`config.mk`:
```
export PLATFORM = sky130hd
export DESIGN_NAME = blake2s_stream_hasher_top_flat
export DESIGN_NICKNAME = d
export VERILOG_FILES = /design/src/rtl/b2s_pkg.sv /design/src/rtl/b2s_if.sv /design/src/rtl/blake2s_stream_hasher_top.sv /design/src/flat_wrapper.sv
export SDC_FILE = /design/constraint.sdc
export NUM_CORES = 2
export LEC_CHECK = 0
export BUFFER_PORTS_ARGS = -buffer_cell sky130_fd_sc_hd__buf_2
export CORE_ASPECT_RATIO = 2
export CORE_MARGIN = 1
export CORE_UTILIZATION = 64
export DETAILED_ROUTE_END_ITERATION = 10
export HOLD_SLACK_MARGIN = 0.05
export PLACE_DENSITY = 0.85
export SETUP_SLACK_MARGIN = 0.5
export SLEW_MARGIN = 10
export SYNTH_ARGS = -nofsm -noshare
export SYNTH_HDL_FRONTEND = slang
export SYNTH_SLANG_ARGS = --single-unit
export TNS_END_PERCENT = 1
```
`constraint.sdc`:
```
create_clock -name clk -period 9.1 [get_ports clk]
set_clock_uncertainty 0.2 [all_clocks]
set_input_delay 0 -clock clk [delete_from_list [all_inputs] [get_ports clk]]
set_output_delay 0 -clock clk [all_outputs]
set_load 0.1 [all_outputs]
```
`src/rtl/b2s_pkg.sv`:
```
// ----------------------------------------------------------------------------
// b2s_pkg
// Types and constants used by the stream hasher.
// ----------------------------------------------------------------------------
`default_nettype none
package b2s_pkg;

	typedef enum logic [3:0] {
		S_IDLE, S_BYTE, S_PAD, S_INIT, S_RDA, S_RDC, S_H1, S_H2,
		S_WA, S_WB, S_WC, S_WD, S_FIN, S_OUT
	} state_t;

	localparam int unsigned BLOCK_BYTES = 64;
	localparam logic [31:0] PARAM_WORD = 32'h0101_0000;
	localparam logic        REG_DIGEST_LENGTH = 1'b0;
	localparam logic        REG_PERSONALIZATION = 1'b1;

	localparam logic [31:0] IV [8] = '{
		32'h6A09E667, 32'hBB67AE85, 32'h3C6EF372, 32'hA54FF53A,
		32'h510E527F, 32'h9B05688C, 32'h1F83D9AB, 32'h5BE0CD19
	};

	localparam logic [3:0] SIGMA [10][16] = '{
		'{4'd0, 4'd1, 4'd2, 4'd3, 4'd4, 4'd5, 4'd6, 4'd7,
		  4'd8, 4'd9, 4'd10, 4'd11, 4'd12, 4'd13, 4'd14, 4'd15},
		'{4'd14, 4'd10, 4'd4, 4'd8, 4'd9, 4'd15, 4'd13, 4'd6,
		  4'd1, 4'd12, 4'd0, 4'd2, 4'd11, 4'd7, 4'd5, 4'd3},
		'{4'd11, 4'd8, 4'd12, 4'd0, 4'd5, 4'd2, 4'd15, 4'd13,
		  4'd10, 4'd14, 4'd3, 4'd6, 4'd7, 4'd1, 4'd9, 4'd4},
		'{4'd7, 4'd9, 4'd3, 4'd1, 4'd13, 4'd12, 4'd11, 4'd14,
		  4'd2, 4'd6, 4'd5, 4'd10, 4'd4, 4'd0, 4'd15, 4'd8},
		'{4'd9, 4'd0, 4'd5, 4'd7, 4'd2, 4'd4, 4'd10, 4'd15,
		  4'd14, 4'd1, 4'd11, 4'd12, 4'd6, 4'd8, 4'd3, 4'd13},
		'{4'd2, 4'd12, 4'd6, 4'd10, 4'd0, 4'd11, 4'd8, 4'd3,
		  4'd4, 4'd13, 4'd7, 4'd5, 4'd15, 4'd14, 4'd1, 4'd9},
		'{4'd12, 4'd5, 4'd1, 4'd15, 4'd14, 4'd13, 4'd4, 4'd10,
		  4'd0, 4'd7, 4'd6, 4'd3, 4'd9, 4'd2, 4'd8, 4'd11},
		'{4'd13, 4'd11, 4'd7, 4'd14, 4'd12, 4'd1, 4'd3, 4'd9,
		  4'd5, 4'd0, 4'd15, 4'd4, 4'd8, 4'd6, 4'd2, 4'd10},
		'{4'd6, 4'd15, 4'd14, 4'd9, 4'd11, 4'd3, 4'd0, 4'd8,
		  4'd12, 4'd2, 4'd13, 4'd7, 4'd1, 4'd4, 4'd10, 4'd5},
		'{4'd10, 4'd2, 4'd8, 4'd4, 4'd7, 4'd6, 4'd1, 4'd5,
		  4'd15, 4'd11, 4'd9, 4'd14, 4'd3, 4'd12, 4'd13, 4'd0}
	};

endpackage
`default_nettype wire

```
`src/rtl/b2s_if.sv`:
```
// ----------------------------------------------------------------------------
// b2s channels
// Message, digest and configuration channels with valid/ready handshake.
// ----------------------------------------------------------------------------
`default_nettype none
interface b2s_msg_if;
	logic        valid;
	logic        ready;
	logic [31:0] data_word;
	logic [2:0]  byte_count;
	logic        end_of_message;
	modport source (output valid, data_word, byte_count, end_of_message, input ready);
	modport sink (input valid, data_word, byte_count, end_of_message, output ready);
endinterface

interface b2s_dig_if;
	logic        valid;
	logic        ready;
	logic [31:0] digest_word;
	logic [2:0]  digest_bytes;
	logic        last_word;
	modport source (output valid, digest_word, digest_bytes, last_word, input ready);
	modport sink (input valid, digest_word, digest_bytes, last_word, output ready);
endinterface

interface b2s_cfg_if;
	logic        valid;
	logic        ready;
	logic        index;
	logic [63:0] data;
	modport source (output valid, index, data, input ready);
	modport sink (input valid, index, data, output ready);
endinterface
`default_nettype wire

```
`src/rtl/blake2s_stream_hasher_top.sv`:
```
// ----------------------------------------------------------------------------
// blake2s_stream_hasher_top
// Unkeyed BLAKE2s (256-bit digest by default) over a stream of little-endian message words.
// ----------------------------------------------------------------------------
// A request of up to four bytes is appended byte by byte; a request that
// fills past a full block first runs a compression, and the final request pads
// the block and runs the last one. A compression loads the sixteen words of
// the work vector, runs 80 mixing steps (the work vector memory has two read
// ports and one write port, so each step reads in S_RDA and S_RDC, mixes in
// S_H1 and S_H2 and writes back in S_WA to S_WD) and folds it into the
// eight chain words. Digest words then leave one per cycle while taken.
`default_nettype none
module blake2s_stream_hasher_top (
	input  wire logic  clk,
	input  wire logic  arst_n,
	b2s_msg_if.sink    msg,
	b2s_dig_if.source  dig,
	b2s_cfg_if.sink    cfg
);
	import b2s_pkg::*;

	state_t state_q, state_d;

	logic [31:0] word_q;
	logic [2:0]  cnt_q;
	logic        eom_q;
	logic [2:0]  bidx_q;
	logic        in_msg_q;
	logic [6:0]  fill_q;
	logic [31:0] stage_q;
	logic [4:0]  pidx_q;
	logic [63:0] bcnt_q;
	logic        final_q;
	logic [3:0]  ctr_q;
	logic [2:0]  g_q;
	logic [3:0]  round_q;
	logic [2:0]  oidx_q;
	logic [31:0] h_q [8];
	logic [5:0]  dl_q;
	logic [63:0] pers_q;
	logic [31:0] a_q, b_q, x_q, y_q;
	logic [31:0] a_s1, b_s1, c_s1, d_s1, y_s1;
	logic [31:0] a_s2, b_s2, c_s2, d_s2;

	logic [31:0] v_mem [16];
	logic [31:0] m_mem [16];
	logic [31:0] v_rd0, v_rd1, m_rd0, m_rd1;
	logic [3:0]  v_ra0, v_ra1, m_ra0, m_ra1;
	logic        v_we, m_we;
	logic [3:0]  v_wa, m_wa;
	logic [31:0] v_wd, m_wd;

	logic        msg_acc;
	logic [5:0]  len;
	logic [3:0]  nwords;
	logic [5:0]  nb_raw;
	logic [2:0]  nb;
	logic [31:0] out_word;
	logic        out_last;
	logic [7:0]  cur_byte;
	logic [31:0] new_stage;
	logic [3:0]  ga, gb, gc, gd;
	logic [1:0]  gj, gs;
	logic [31:0] iv_x;
	logic [31:0] t_a1, t_d1, t_c1, t_b1, t_a2, t_d2, t_c2, t_b2;

	assign msg_acc = msg.valid && msg.ready;
	assign cfg.ready = 1'b1;

	always_comb begin
		len = dl_q;
		if (dl_q == 6'd0) len = 6'd1;
		else if (dl_q > 6'd32) len = 6'd32;
	end
	assign nwords = 4'(({1'b0, len} + 7'd3) >> 2);
	assign nb_raw = len - {1'b0, oidx_q, 2'b00};
	assign nb = (nb_raw > 6'd4) ? 3'd4 : nb_raw[2:0];
	assign out_last = ({1'b0, oidx_q} + 4'd1) == nwords;
	always_comb begin
		unique case (nb)
			3'd1: out_word = {24'd0, h_q[oidx_q][7:0]};
			3'd2: out_word = {16'd0, h_q[oidx_q][15:0]};
			3'd3: out_word = {8'd0, h_q[oidx_q][23:0]};
			default: out_word = h_q[oidx_q];
		endcase
	end
	assign dig.digest_word = out_word;
	assign dig.digest_bytes = nb;
	assign dig.last_word = out_last;

	// byte append
	assign cur_byte = word_q[{bidx_q[1:0], 3'b000} +: 8];
	assign new_stage = stage_q | ({24'd0, cur_byte} << {fill_q[1:0], 3'b000});

	// mixing step indices: columns, then diagonals
	assign gj = g_q[1:0];
	assign gs = {1'b0, g_q[2]};
	assign ga = {2'b00, gj};
	assign gb = {2'b01, gj + gs};
	assign gc = {2'b10, gj + 2'(gs << 1)};
	assign gd = {2'b11, gj + 2'(gs * 2'd3)};

	assign t_a1 = a_q + b_q + x_q;
	assign t_d1 = v_rd1 ^ t_a1;
	assign t_c1 = v_rd0 + {t_d1[15:0], t_d1[31:16]};
	assign t_b1 = b_q ^ t_c1;

	assign t_a2 = a_s1 + b_s1 + y_s1;
	assign t_d2 = d_s1 ^ t_a2;
	assign t_c2 = c_s1 + {t_d2[7:0], t_d2[31:8]};
	assign t_b2 = b_s1 ^ t_c2;

	always_comb begin
		iv_x = IV[ctr_q[2:0]];
		unique case (ctr_q[2:0])
			3'd4: iv_x = IV[4] ^ bcnt_q[31:0];
			3'd5: iv_x = IV[5] ^ bcnt_q[63:32];
			3'd6: iv_x = final_q ? ~IV[6] : IV[6];
			default: iv_x = IV[ctr_q[2:0]];
		endcase
	end

	// next state
	always_comb begin
		state_d = state_q;
		unique case (state_q)
			S_IDLE: if (msg_acc) state_d = S_BYTE;
			S_BYTE: begin
				if (bidx_q == cnt_q) state_d = eom_q ? S_PAD : S_IDLE;
				else if (fill_q == 7'(BLOCK_BYTES)) state_d = S_INIT;
			end
			S_PAD: if (pidx_q == 5'd16) state_d = S_INIT;
			S_INIT: if (ctr_q == 4'd15) state_d = S_RDA;
			S_RDA: state_d = S_RDC;
			S_RDC: state_d = S_H1;
			S_H1: state_d = S_H2;
			S_H2: state_d = S_WA;
			S_WA: state_d = S_WB;
			S_WB: state_d = S_WC;
			S_WC: state_d = S_WD;
			S_WD: state_d = (g_q == 3'd7 && round_q == 4'd9) ? S_FIN : S_RDA;
			S_FIN: if (ctr_q == 4'd8) state_d = final_q ? S_OUT : S_BYTE;
			S_OUT: if (dig.ready && out_last) state_d = S_IDLE;
			default: state_d = S_IDLE;
		endcase
	end

	// handshake outputs
	always_comb begin
		msg.ready = (state_q == S_IDLE);
		dig.valid = (state_q == S_OUT);
	end

	// memory ports
	always_comb begin
		v_ra0 = ga;
		v_ra1 = gb;
		unique case (state_q)
			S_RDC: begin
				v_ra0 = gc;
				v_ra1 = gd;
			end
			S_FIN: begin
				v_ra0 = {1'b0, ctr_q[2:0]};
				v_ra1 = {1'b1, ctr_q[2:0]};
			end
			default: begin
				v_ra0 = ga;
				v_ra1 = gb;
			end
		endcase
		m_ra0 = SIGMA[round_q][{g_q, 1'b0}];
		m_ra1 = SIGMA[round_q][{g_q, 1'b1}];

		v_we = 1'b0;
		v_wa = ga;
		v_wd = a_s2;
		unique case (state_q)
			S_INIT: begin
				v_we = 1'b1;
				v_wa = ctr_q;
				v_wd = ctr_q[3] ? iv_x : h_q[ctr_q[2:0]];
			end
			S_WA: begin
				v_we = 1'b1;
				v_wa = ga;
				v_wd = a_s2;
			end
			S_WB: begin
				v_we = 1'b1;
				v_wa = gb;
				v_wd = b_s2;
			end
			S_WC: begin
				v_we = 1'b1;
				v_wa = gc;
				v_wd = c_s2;
			end
			S_WD: begin
				v_we = 1'b1;
				v_wa = gd;
				v_wd = d_s2;
			end
			default: v_we = 1'b0;
		endcase

		m_we = 1'b0;
		m_wa = fill_q[5:2];
		m_wd = new_stage;
		if (state_q == S_BYTE && bidx_q != cnt_q && fill_q != 7'(BLOCK_BYTES)
				&& fill_q[1:0] == 2'd3) begin
			m_we = 1'b1;
		end else if (state_q == S_PAD && pidx_q != 5'd16) begin
			m_we = 1'b1;
			m_wa = pidx_q[3:0];
			m_wd = stage_q;
		end
	end

	always_ff @(posedge clk) begin
		if (v_we) v_mem[v_wa] <= v_wd;
		v_rd0 <= v_mem[v_ra0];
		v_rd1 <= v_mem[v_ra1];
	end

	always_ff @(posedge clk) begin
		if (m_we) m_mem[m_wa] <= m_wd;
		m_rd0 <= m_mem[m_ra0];
		m_rd1 <= m_mem[m_ra1];
	end

	always_ff @(posedge clk or negedge arst_n) begin
		if (!arst_n) begin
			state_q <= S_IDLE;
			dl_q <= 6'd32;
			pers_q <= 64'd0;
			in_msg_q <= 1'b0;
			fill_q <= 7'd0;
			bcnt_q <= 64'd0;
			bidx_q <= 3'd0;
			cnt_q <= 3'd0;
			eom_q <= 1'b0;
			final_q <= 1'b0;
			ctr_q <= 4'd0;
			g_q <= 3'd0;
			round_q <= 4'd0;
			oidx_q <= 3'd0;
			pidx_q <= 5'd0;
			stage_q <= 32'd0;
		end else begin
			state_q <= state_d;
			if (cfg.valid && cfg.ready) begin
				unique case (cfg.index)
					REG_DIGEST_LENGTH: dl_q <= cfg.data[5:0];
					REG_PERSONALIZATION: pers_q <= cfg.data;
					default: ;
				endcase
			end
			unique case (state_q)
				S_IDLE: if (msg_acc) begin
					cnt_q <= (msg.byte_count > 3'd4) ? 3'd4 : msg.byte_count;
					eom_q <= msg.end_of_message;
					bidx_q <= 3'd0;
					if (!in_msg_q) begin
						in_msg_q <= 1'b1;
						fill_q <= 7'd0;
						bcnt_q <= 64'd0;
						stage_q <= 32'd0;
					end
				end
				S_BYTE: begin
					if (bidx_q == cnt_q) begin
						if (eom_q) begin
							bcnt_q <= bcnt_q + {57'd0, fill_q};
							pidx_q <= (fill_q[1:0] != 2'd0) ? fill_q[6:2] :
								5'(({1'b0, fill_q} + 8'd3) >> 2);
						end
					end else if (fill_q == 7'(BLOCK_BYTES)) begin
						bcnt_q <= bcnt_q + 64'(BLOCK_BYTES);
						final_q <= 1'b0;
						ctr_q <= 4'd0;
					end else begin
						fill_q <= fill_q + 7'd1;
						bidx_q <= bidx_q + 3'd1;
						stage_q <= (fill_q[1:0] == 2'd3) ? 32'd0 : new_stage;
					end
				end
				S_PAD: begin
					if (pidx_q == 5'd16) begin
						final_q <= 1'b1;
						ctr_q <= 4'd0;
					end else begin
						pidx_q <= pidx_q + 5'd1;
						stage_q <= 32'd0;
					end
				end
				S_INIT: begin
					ctr_q <= ctr_q + 4'd1;
					g_q <= 3'd0;
					round_q <= 4'd0;
				end
				S_WD: begin
					g_q <= g_q + 3'd1;
					ctr_q <= 4'd0;
					if (g_q == 3'd7 && round_q != 4'd9) round_q <= round_q + 4'd1;
				end
				S_FIN: begin
					ctr_q <= ctr_q + 4'd1;
					if (ctr_q == 4'd8) begin
						fill_q <= 7'd0;
						oidx_q <= 3'd0;
						if (final_q) begin
							in_msg_q <= 1'b0;
							bcnt_q <= 64'd0;
						end
					end
				end
				S_OUT: if (dig.ready) oidx_q <= oidx_q + 3'd1;
				default: ;
			endcase
		end
	end

	// payload registers
	always_ff @(posedge clk) begin
		if (state_q == S_IDLE && msg_acc) begin
			word_q <= msg.data_word;
			if (!in_msg_q) begin
				h_q[0] <= IV[0] ^ PARAM_WORD ^ {26'd0, len};
				for (int i = 1; i < 6; i++) h_q[i] <= IV[i];
				h_q[6] <= IV[6] ^ pers_q[31:0];
				h_q[7] <= IV[7] ^ pers_q[63:32];
			end
		end
		if (state_q == S_FIN && ctr_q != 4'd0) begin
			h_q[3'(ctr_q - 4'd1)] <= h_q[3'(ctr_q - 4'd1)] ^ v_rd0 ^ v_rd1;
		end
		if (state_q == S_RDC) begin
			a_q <= v_rd0;
			b_q <= v_rd1;
			x_q <= m_rd0;
			y_q <= m_rd1;
		end
		if (state_q == S_H1) begin
			a_s1 <= t_a1;
			d_s1 <= {t_d1[15:0], t_d1[31:16]};
			c_s1 <= t_c1;
			b_s1 <= {t_b1[11:0], t_b1[31:12]};
			y_s1 <= y_q;
		end
		if (state_q == S_H2) begin
			a_s2 <= t_a2;
			d_s2 <= {t_d2[7:0], t_d2[31:8]};
			c_s2 <= t_c2;
			b_s2 <= {t_b2[6:0], t_b2[31:7]};
		end
	end

endmodule
`default_nettype wire

```
`src/flat_wrapper.sv`:
```
// flat-port wrapper written by rule: the top's interface ports become plain ports
module blake2s_stream_hasher_top_flat import b2s_pkg::*;
  (clk, arst_n, msg_valid, msg_data_word, msg_byte_count, msg_end_of_message, msg_ready, dig_valid, dig_digest_word, dig_digest_bytes, dig_last_word, dig_ready, cfg_valid, cfg_index, cfg_data, cfg_ready);
  b2s_msg_if msg_i ();
  b2s_dig_if dig_i ();
  b2s_cfg_if cfg_i ();
  input  wire logic clk;
  input  wire logic arst_n;
  input wire logic [$bits(msg_i.valid)-1:0] msg_valid;
  input wire logic [$bits(msg_i.data_word)-1:0] msg_data_word;
  input wire logic [$bits(msg_i.byte_count)-1:0] msg_byte_count;
  input wire logic [$bits(msg_i.end_of_message)-1:0] msg_end_of_message;
  output wire logic [$bits(msg_i.ready)-1:0] msg_ready;
  output wire logic [$bits(dig_i.valid)-1:0] dig_valid;
  output wire logic [$bits(dig_i.digest_word)-1:0] dig_digest_word;
  output wire logic [$bits(dig_i.digest_bytes)-1:0] dig_digest_bytes;
  output wire logic [$bits(dig_i.last_word)-1:0] dig_last_word;
  input wire logic [$bits(dig_i.ready)-1:0] dig_ready;
  input wire logic [$bits(cfg_i.valid)-1:0] cfg_valid;
  input wire logic [$bits(cfg_i.index)-1:0] cfg_index;
  input wire logic [$bits(cfg_i.data)-1:0] cfg_data;
  output wire logic [$bits(cfg_i.ready)-1:0] cfg_ready;
  assign msg_i.valid = msg_valid;
  assign msg_i.data_word = msg_data_word;
  assign msg_i.byte_count = msg_byte_count;
  assign msg_i.end_of_message = msg_end_of_message;
  assign msg_ready = msg_i.ready;
  assign dig_valid = dig_i.valid;
  assign dig_digest_word = dig_i.digest_word;
  assign dig_digest_bytes = dig_i.digest_bytes;
  assign dig_last_word = dig_i.last_word;
  assign dig_i.ready = dig_ready;
  assign cfg_i.valid = cfg_valid;
  assign cfg_i.index = cfg_index;
  assign cfg_i.data = cfg_data;
  assign cfg_ready = cfg_i.ready;
  blake2s_stream_hasher_top u_core (.clk(clk), .arst_n(arst_n), .msg(msg_i), .dig(dig_i), .cfg(cfg_i));
endmodule
```
==> Yosys cells after proc, flatten, opt, wreduce, memory -nomap -nowiden <==
Memories as Yosys holds them, arrays and structs flattened. A register that Yosys moved wholly into a read port is not among the register bits.
Index checks and enable logic that the tools add are counted.
{ "word_totals": {"reg_bits": 653, "mem_bits_rw": 1280, "mem_bits_ro": 1280, "output_inout_bits": 39, "mem_count": 5} }
{ "memory_table": {"columns": ["memory", "depth", "width", "read_ports", "rd_ports_with_merged_regs", "wr", "line", "rtl"], "rows": [
  ["(name not given)", 16, 64, 1, 0, 0, "blake2s_stream_hasher_top.sv:172", "m_ra0 = SIGMA[round_q][{g_q, 1'b0}];"],
  ["u_core.m_mem", 16, 32, 2, 2, 1, "blake2s_stream_hasher_top.sv:46", "logic [31:0] m_mem [16];"],
  ["u_core.v_mem", 16, 32, 2, 2, 1, "blake2s_stream_hasher_top.sv:45", "logic [31:0] v_mem [16];"],
  ["(name not given)", 8, 32, 1, 0, 0, "blake2s_stream_hasher_top.sv:114", "iv_x = IV[ctr_q[2:0]];"],
  ["u_core.h_q", 8, 32, 3, 0, 8, "blake2s_stream_hasher_top.sv:38", "logic [31:0] h_q [8];"]
]} }
{ "op_classes": {"add_sub_neg": 23, "multipliers": 1, "magnitude_cmp": 7, "eq_ne": 49, "shift": 2, "mux": 100, "bitwise": 17, "n_reduce_logical": 39} }
{ "op_table": {"columns": ["operator", "count"], "rows": [
  ["64-bit two-way mux", 9],
  ["32-bit two-way mux", 13],
  ["32-bit one-hot mux with 3 select lines", 3],
  ["32-bit adder", 6],
  ["64-bit one-hot mux with 3 select lines", 1],
  ["32-bit XOR", 6],
  ["32-bit one-hot mux with 4 select lines", 1],
  ["4-bit two-way mux", 19],
  ["64-bit by 7-bit adder with 64-bit output", 1],
  ["64-bit by 7-bit adder with 64-bit output, second input constant", 1],
  ["4-bit one-hot mux with 14 select lines", 1],
  ["4-bit equality test, second input constant", 9],
  ["7-bit two-way mux", 5],
  ["4-bit binary-select mux with 4-bit select", 2],
  ["16-bit inverter", 2],
  ["32-bit bitwise OR", 1],
  ["4-bit one-hot mux with 4 select lines", 2],
  ["32-bit OR reduction", 1],
  ["32-bit by 6-bit indexed part select with 8-bit output", 1],
  ["8-bit by 5-bit left shift with 32-bit output", 1],
  ["3-bit two-way mux", 8],
  ["4-bit one-hot mux with 2 select lines", 3],
  ["7-bit one-hot mux with 3 select lines", 1],
  ["5-bit two-way mux", 4],
  ["61 further kinds", 137]
]} }

==> Depth between registers and ports, before layout <==
{ "logic_depth": {"depth_word": 8, "ltp_mapped": 25} }

==> Least setup slack after synthesis <==
No wires, ideal clock.
{ "synth_path": {"path_kind": "register -> register", "from": "register u_core.state_q[0]", "to": "register u_core.a_s1[0], enable pin", "setup_ps": 682, "arrival_time_ps": 7504, "setup_slack_ps": 715, "stages_incl_launch_ff": 4, "synth_period_minus_slack_ps": 8385, "path_cell_list": "dfrtp_1 > clkbuf_1 > nand2b_1 > nor2_1"} }
{ "synth_between": {"elab_chain_cells": 1} }
{ "synth_lines": {"columns": ["element", "line", "rtl"], "rows": [
  ["from (decl)", "blake2s_stream_hasher_top.sv:22", "state_t state_q, state_d;"],
  ["from (signal assigned)", "blake2s_stream_hasher_top.sv:251", "state_q <= state_d;"],
  ["4-bit by 3-bit equality test with 1-bit output", "blake2s_stream_hasher_top.sv:344", "if (state_q == S_H1) begin"],
  ["to (signal assigned)", "blake2s_stream_hasher_top.sv:345", "a_s1 <= t_a1;"],
  ["to (decl)", "blake2s_stream_hasher_top.sv:42", "logic [31:0] a_s1, b_s1, c_s1, d_s1, y_s1;"]
]} }
No other way between the ends.
A chain may end at the register's enable or synchronous reset.

==> Worst setup path in the final report <==
{ "layout_path": {"from": "register u_core.b_q[1]", "to": "register u_core.b_s1[19] (data pin)"} }
{ "layout_between": {"elab_chain_cells": 5} }
{ "layout_lines": {"columns": ["element", "line", "rtl"], "rows": [
  ["from (decl)", "blake2s_stream_hasher_top.sv:41", "logic [31:0] a_q, b_q, x_q, y_q;"],
  ["from (signal assigned)", "blake2s_stream_hasher_top.sv:340", "b_q <= v_rd1;"],
  ["32-bit adder (2 in a row)", "blake2s_stream_hasher_top.sv:103", "assign t_a1 = a_q + b_q + x_q;"],
  ["via u_core.t_a1[25]", "blake2s_stream_hasher_top.sv:65", "logic [31:0] t_a1, t_d1, t_c1, t_b1, t_a2, t_d2, t_c2, t_b2;"],
  ["32-bit XOR", "blake2s_stream_hasher_top.sv:104", "assign t_d1 = v_rd1 ^ t_a1;"],
  ["via u_core.t_d1[25]", "blake2s_stream_hasher_top.sv:65", null],
  ["32-bit adder", "blake2s_stream_hasher_top.sv:105", "assign t_c1 = v_rd0 + {t_d1[15:0], t_d1[31:16]};"],
  ["32-bit XOR", "blake2s_stream_hasher_top.sv:106", "assign t_b1 = b_q ^ t_c1;"],
  ["via u_core.t_b1[31]", "blake2s_stream_hasher_top.sv:65", null],
  ["to (signal assigned)", "blake2s_stream_hasher_top.sv:348", "b_s1 <= {t_b1[11:0], t_b1[31:12]};"],
  ["to (decl)", "blake2s_stream_hasher_top.sv:42", null]
]} }
The timed path passes the listed nets, and every way through them passes these cells.

==> metrics.md <==
| Metric | Value |
|---|---|
| Multi-input gate area | `38150 um2` |
| Syn nets | `around 8100` |
| Via Count | `~75000` |
| Required time of the critical path | `about 9.5 ns` |
| Highest clock rate | `between 100 and 150 MHz` |
| Final wirelength | `about 370000 um` |
| Worst slew pin tran | `~1.5 ns` |
| Clock buffer count from CTS | `~180` |
| Period utilization | `83.09%` |
| Main flop type after synthesis | `edfxtp_1` |
| Met1 Track Usage GR | `between 40 and 50%` |
| Syn Area/Cell | `~13 um2` |
| H-tree depth | `4` |
| Failing checks | `capacitance limit` |
| Hold WC Path Type | `primary input to flop` |
| Met3 GRT Util | `between 10% and 20%` |
| Max FO, Critical Path | `5` |
| Flop2flop setup slack | `1.54 ns` |
| Initial Utilization | `between 60 and 70%` |
| Routability cong. | `roughly 1.1` |
| Port bufs | `between 100 and 150` |
| Gate count of the mapped netlist | `a little under 8000` |
| Post-synthesis sequential area ratio | `between 50% and 60%` |
| Remaining Overflow, GRT | `0` |
| Cell Area, Placed | `around 100000 um2` |
| Post-DP HPWL | `240200 um` |
| Slew headroom | `0.7827%` |
| Via count of the first global-routing pass | `around 76000` |
| Synth unique cells | `~110` |
| Worst Setup Start Kind | `flop` |
| Total track usage | `48.25%` |
| Syn Std Cell Area | `between 90000 and 100000 um2` |
| Setup TNS | `0 ns` |
| Drt drc | `0` |
| Synthesis Warnings | `0` |
| Vias per inst | `7.310` |
| Setup violators final | `0` |
| GR peak layer | `met2` |
| DP Cell Count | `9682` |
| Worst R2R Path Depth | `24` |
| Layout cell share with drive strength beyond 1 | `between 10% and 20%` |
| Core Region | `between 150000 and 200000 um2` |
| Worst hold slack | `roughly 0.14 ns` |
| Io pins | `145` |
| Max-cap violations | `1` |
| Clock sink total | `2061` |
| Clk slew on worst S/H paths | `approximately 0.07 ns` |
| WHS Endpoint | `u_core.state_q[2]` |
| Minimum clock period | `7.561 ns` |
| CTS tree | `built` |
| Hold path start | `dig_ready` |
| Clock Tree Buf Depth | `4` |
| Yosys reg bits | `a little over 2000` |
| EDFF count, synth | `~1700` |
| Finished Layout Cells | `around 10000` |
| Setup CP Type | `flop to flop` |
| Initial antenna violation count | `23` |
| RSZ-0062 raised after global routing | `no` |
| Final Hold Vio Count | `0` |
| DRT Pass-1 Iters | `11` |
| Largest net degree at the start of global routing | `about 150` |
| Reg2Reg Launch Point | `u_core.b_q[1]` |
| Fill cells | `between 9000 and 10000` |
| Rows | `between 200 and 250` |
| Die height | `559.4 um` |
| Worst Setup End Kind | `flop` |
| Clock Latency Late Sink | `between 0.8 and 0.9 ns` |
| FF+latch area | `approximately 60000 um2` |
| Die X | `approximately 280 um` |
| Hold Crit Depth | `5` |
| Final Max Slew Viols | `0` |
| Met2 Usage GRT | `75.56%` |
| Number of instances resized during post-cts repair | `0` |
| Post-route design area | `111900 um2` |
| Post-synth ARST share | `9.947%` |
| Die area | `between 150000 and 200000 um2` |
| Root buf cell | `clkbuf_16` |
| Status | `finished with violations` |
| Worst r2r dst | `u_core.b_s1[19]` |
| DRT antenna net count | `0` |
| CP arrival | `between 7 and 8 ns` |
| Avg WL per Cell | `~36 um` |
| Layout Nets | `about 8400` |
| Global-route wire length before repair | `roughly 530000 um` |
| Initial DRC count | `~12000` |
| Layout area overhead | `12.60%` |
[Yosys cell counts, types with 16 or more instances]
cell      instances  area share, %
xnor2_1         172            1.5
or3_1            20           0.13
ha_1            162            2.0
o22ai_1          90           0.57
mux4_2          275            6.2
a221oi_1         42           0.37
xor2_1          201            1.8
a211oi_1         79           0.60
nor2_1          471            1.8
mux2i_1         300            3.0
o221ai_1         22           0.19
nand4_1          37           0.23
a21o_1          100           0.76
nor2b_1          25           0.16
buf_1            44           0.17
buf_2            79           0.40
a22o_1           30           0.26
nand2b_1         40           0.25
o21ai_0         296            1.5
a222oi_1         21           0.21
a32o_1           67           0.67
inv_1            81           0.31
dfrtp_1         204            5.1
nand3_1         254            1.3
fa_1             68            1.4
nand2_1        1178            4.4
edfxtp_1       1728             52
dfxtp_1         128            2.6
o21bai_1         22           0.17
o211ai_1         29           0.22
a31oi_1          98           0.62
clkbuf_1        313            1.2
and3_1           92           0.58
buf_4            16           0.12
a21oi_1         416            2.1
nor3_1          106           0.53
a22oi_1          42           0.32
mux2_2          163            1.8
[cell families (layout without fill, tap and decap cells)]
logic type	Yosys count	after routing	synth area share (%)
buffers and inverters	549	1022	2.293
adder cells (fa/ha/maj)	230	230	3.408
multiplexers	738	738	11.10
flip-flops	2061	2061	59.93
AO/OA/AOI/OAI	1495	1495	9.803
other	1	20	0.003772
AND/OR/NAND/NOR	2298	2298	9.971
XOR/XNOR	382	382	3.492
[worst max-delay path by stage]
| stage | slack, ns | cells after the start | start | endpoint |
|---|---|---|---|---|
| 2_1_floorplan | 0.71 | 3 | u_core.state_q[0] | u_core.a_s1[0] |
| 3_3_place_gp | 1.75 | 24 | u_core.b_q[1] | u_core.b_s1[19] |
| 3_5_place_dp | 1.80 | 24 | u_core.b_q[1] | u_core.b_s1[19] |
| 4_1_cts | 1.71 | 24 | u_core.b_q[1] | u_core.b_s1[19] |
| 5_1_grt | 1.17 | 21 | u_core.b_q[7] | u_core.b_s1[17] |
| 6_report | 1.54 | 24 | u_core.b_q[1] | u_core.b_s1[19] |
[worst max-delay path, cell delays in order, from the launching register on]
cell and delay (ns):
edfxtp_1 0.41, inv_1 0.09, fa_1 0.52, inv_1 0.05, ha_1 0.23, fa_1 0.50, a211oi_1 0.24, o21bai_1 0.12
a21oi_1 0.38, o21a_1 0.28, o21ai_0 0.35, o21a_1 0.31, o41ai_1 0.34, xnor2_1 0.21, xor2_1 0.26, ha_1 0.34
and3_1 0.22, nand3_1 0.08, o21ai_0 0.14, o21bai_1 0.48, a31o_2 0.27, o2111ai_1 0.18, a311o_1 0.35, a31oi_1 0.34
xnor3_1 0.38
[state kept, by name (all words and copies together), names as in the netlist, 64 cells and up]
| register | cells |
|---|---|
| u_core.pers_q | 64 |
| u_core.h_q | 256 |
| u_core.v_mem | 512 |
| u_core.m_mem | 512 |
| u_core.bcnt_q | 64 |
[layout by cell type (no fill, tap or decap), types with 171 or more instances in the layout]
master,instances
nor2_1,418
a21oi_1,412
dfrtp_1,199
nand3_1,254
buf_4,176
xor2_1,201
xnor2_1,171
o21ai_0,288
dlygate4sd3_1,271
nand2_1,1174
edfxtp_1,1728
mux2i_1,298
mux4_2,274
clkbuf_16,189
[repair_timing]
item / CTS / global route
endpoints found under the hold margin: 374 / 0
hold buffers: 272 / 0
setup buffers: 0 / 0
[final cells by class]
type	instances	area share [%]
diodes	19	0.04247
clock buffers	233	4.551
clock inverters	95	0.9545
inverters	88	0.2951
multi-input cells	5144	34.08
flip-flops and latches	2061	53.24
well taps	2060	2.302
repair buffers	606	4.538
[per-stage QoR]
stage / setup WS [ns] / utilization [%]
after floorplan: 0.7145 / -
after detailed placement: 1.798 / 66.62
after global placement: 1.749 / 66.62
final: 1.539 / 72.49
after CTS: 1.711 / 72.39
after global routing: 1.171 / 72.47
[per-layer routing]
layer / vias to the layer above / wire (um)
met1: 36590 / 105400
met5: - / 49
met4: 6 / 51520
li1: 29900 / -
met3: 2199 / 42150
met2: 6639 / 175600
Power is not shown: default switching activity piles up to over one toggle a cycle in this logic, so the estimate is an artifact.
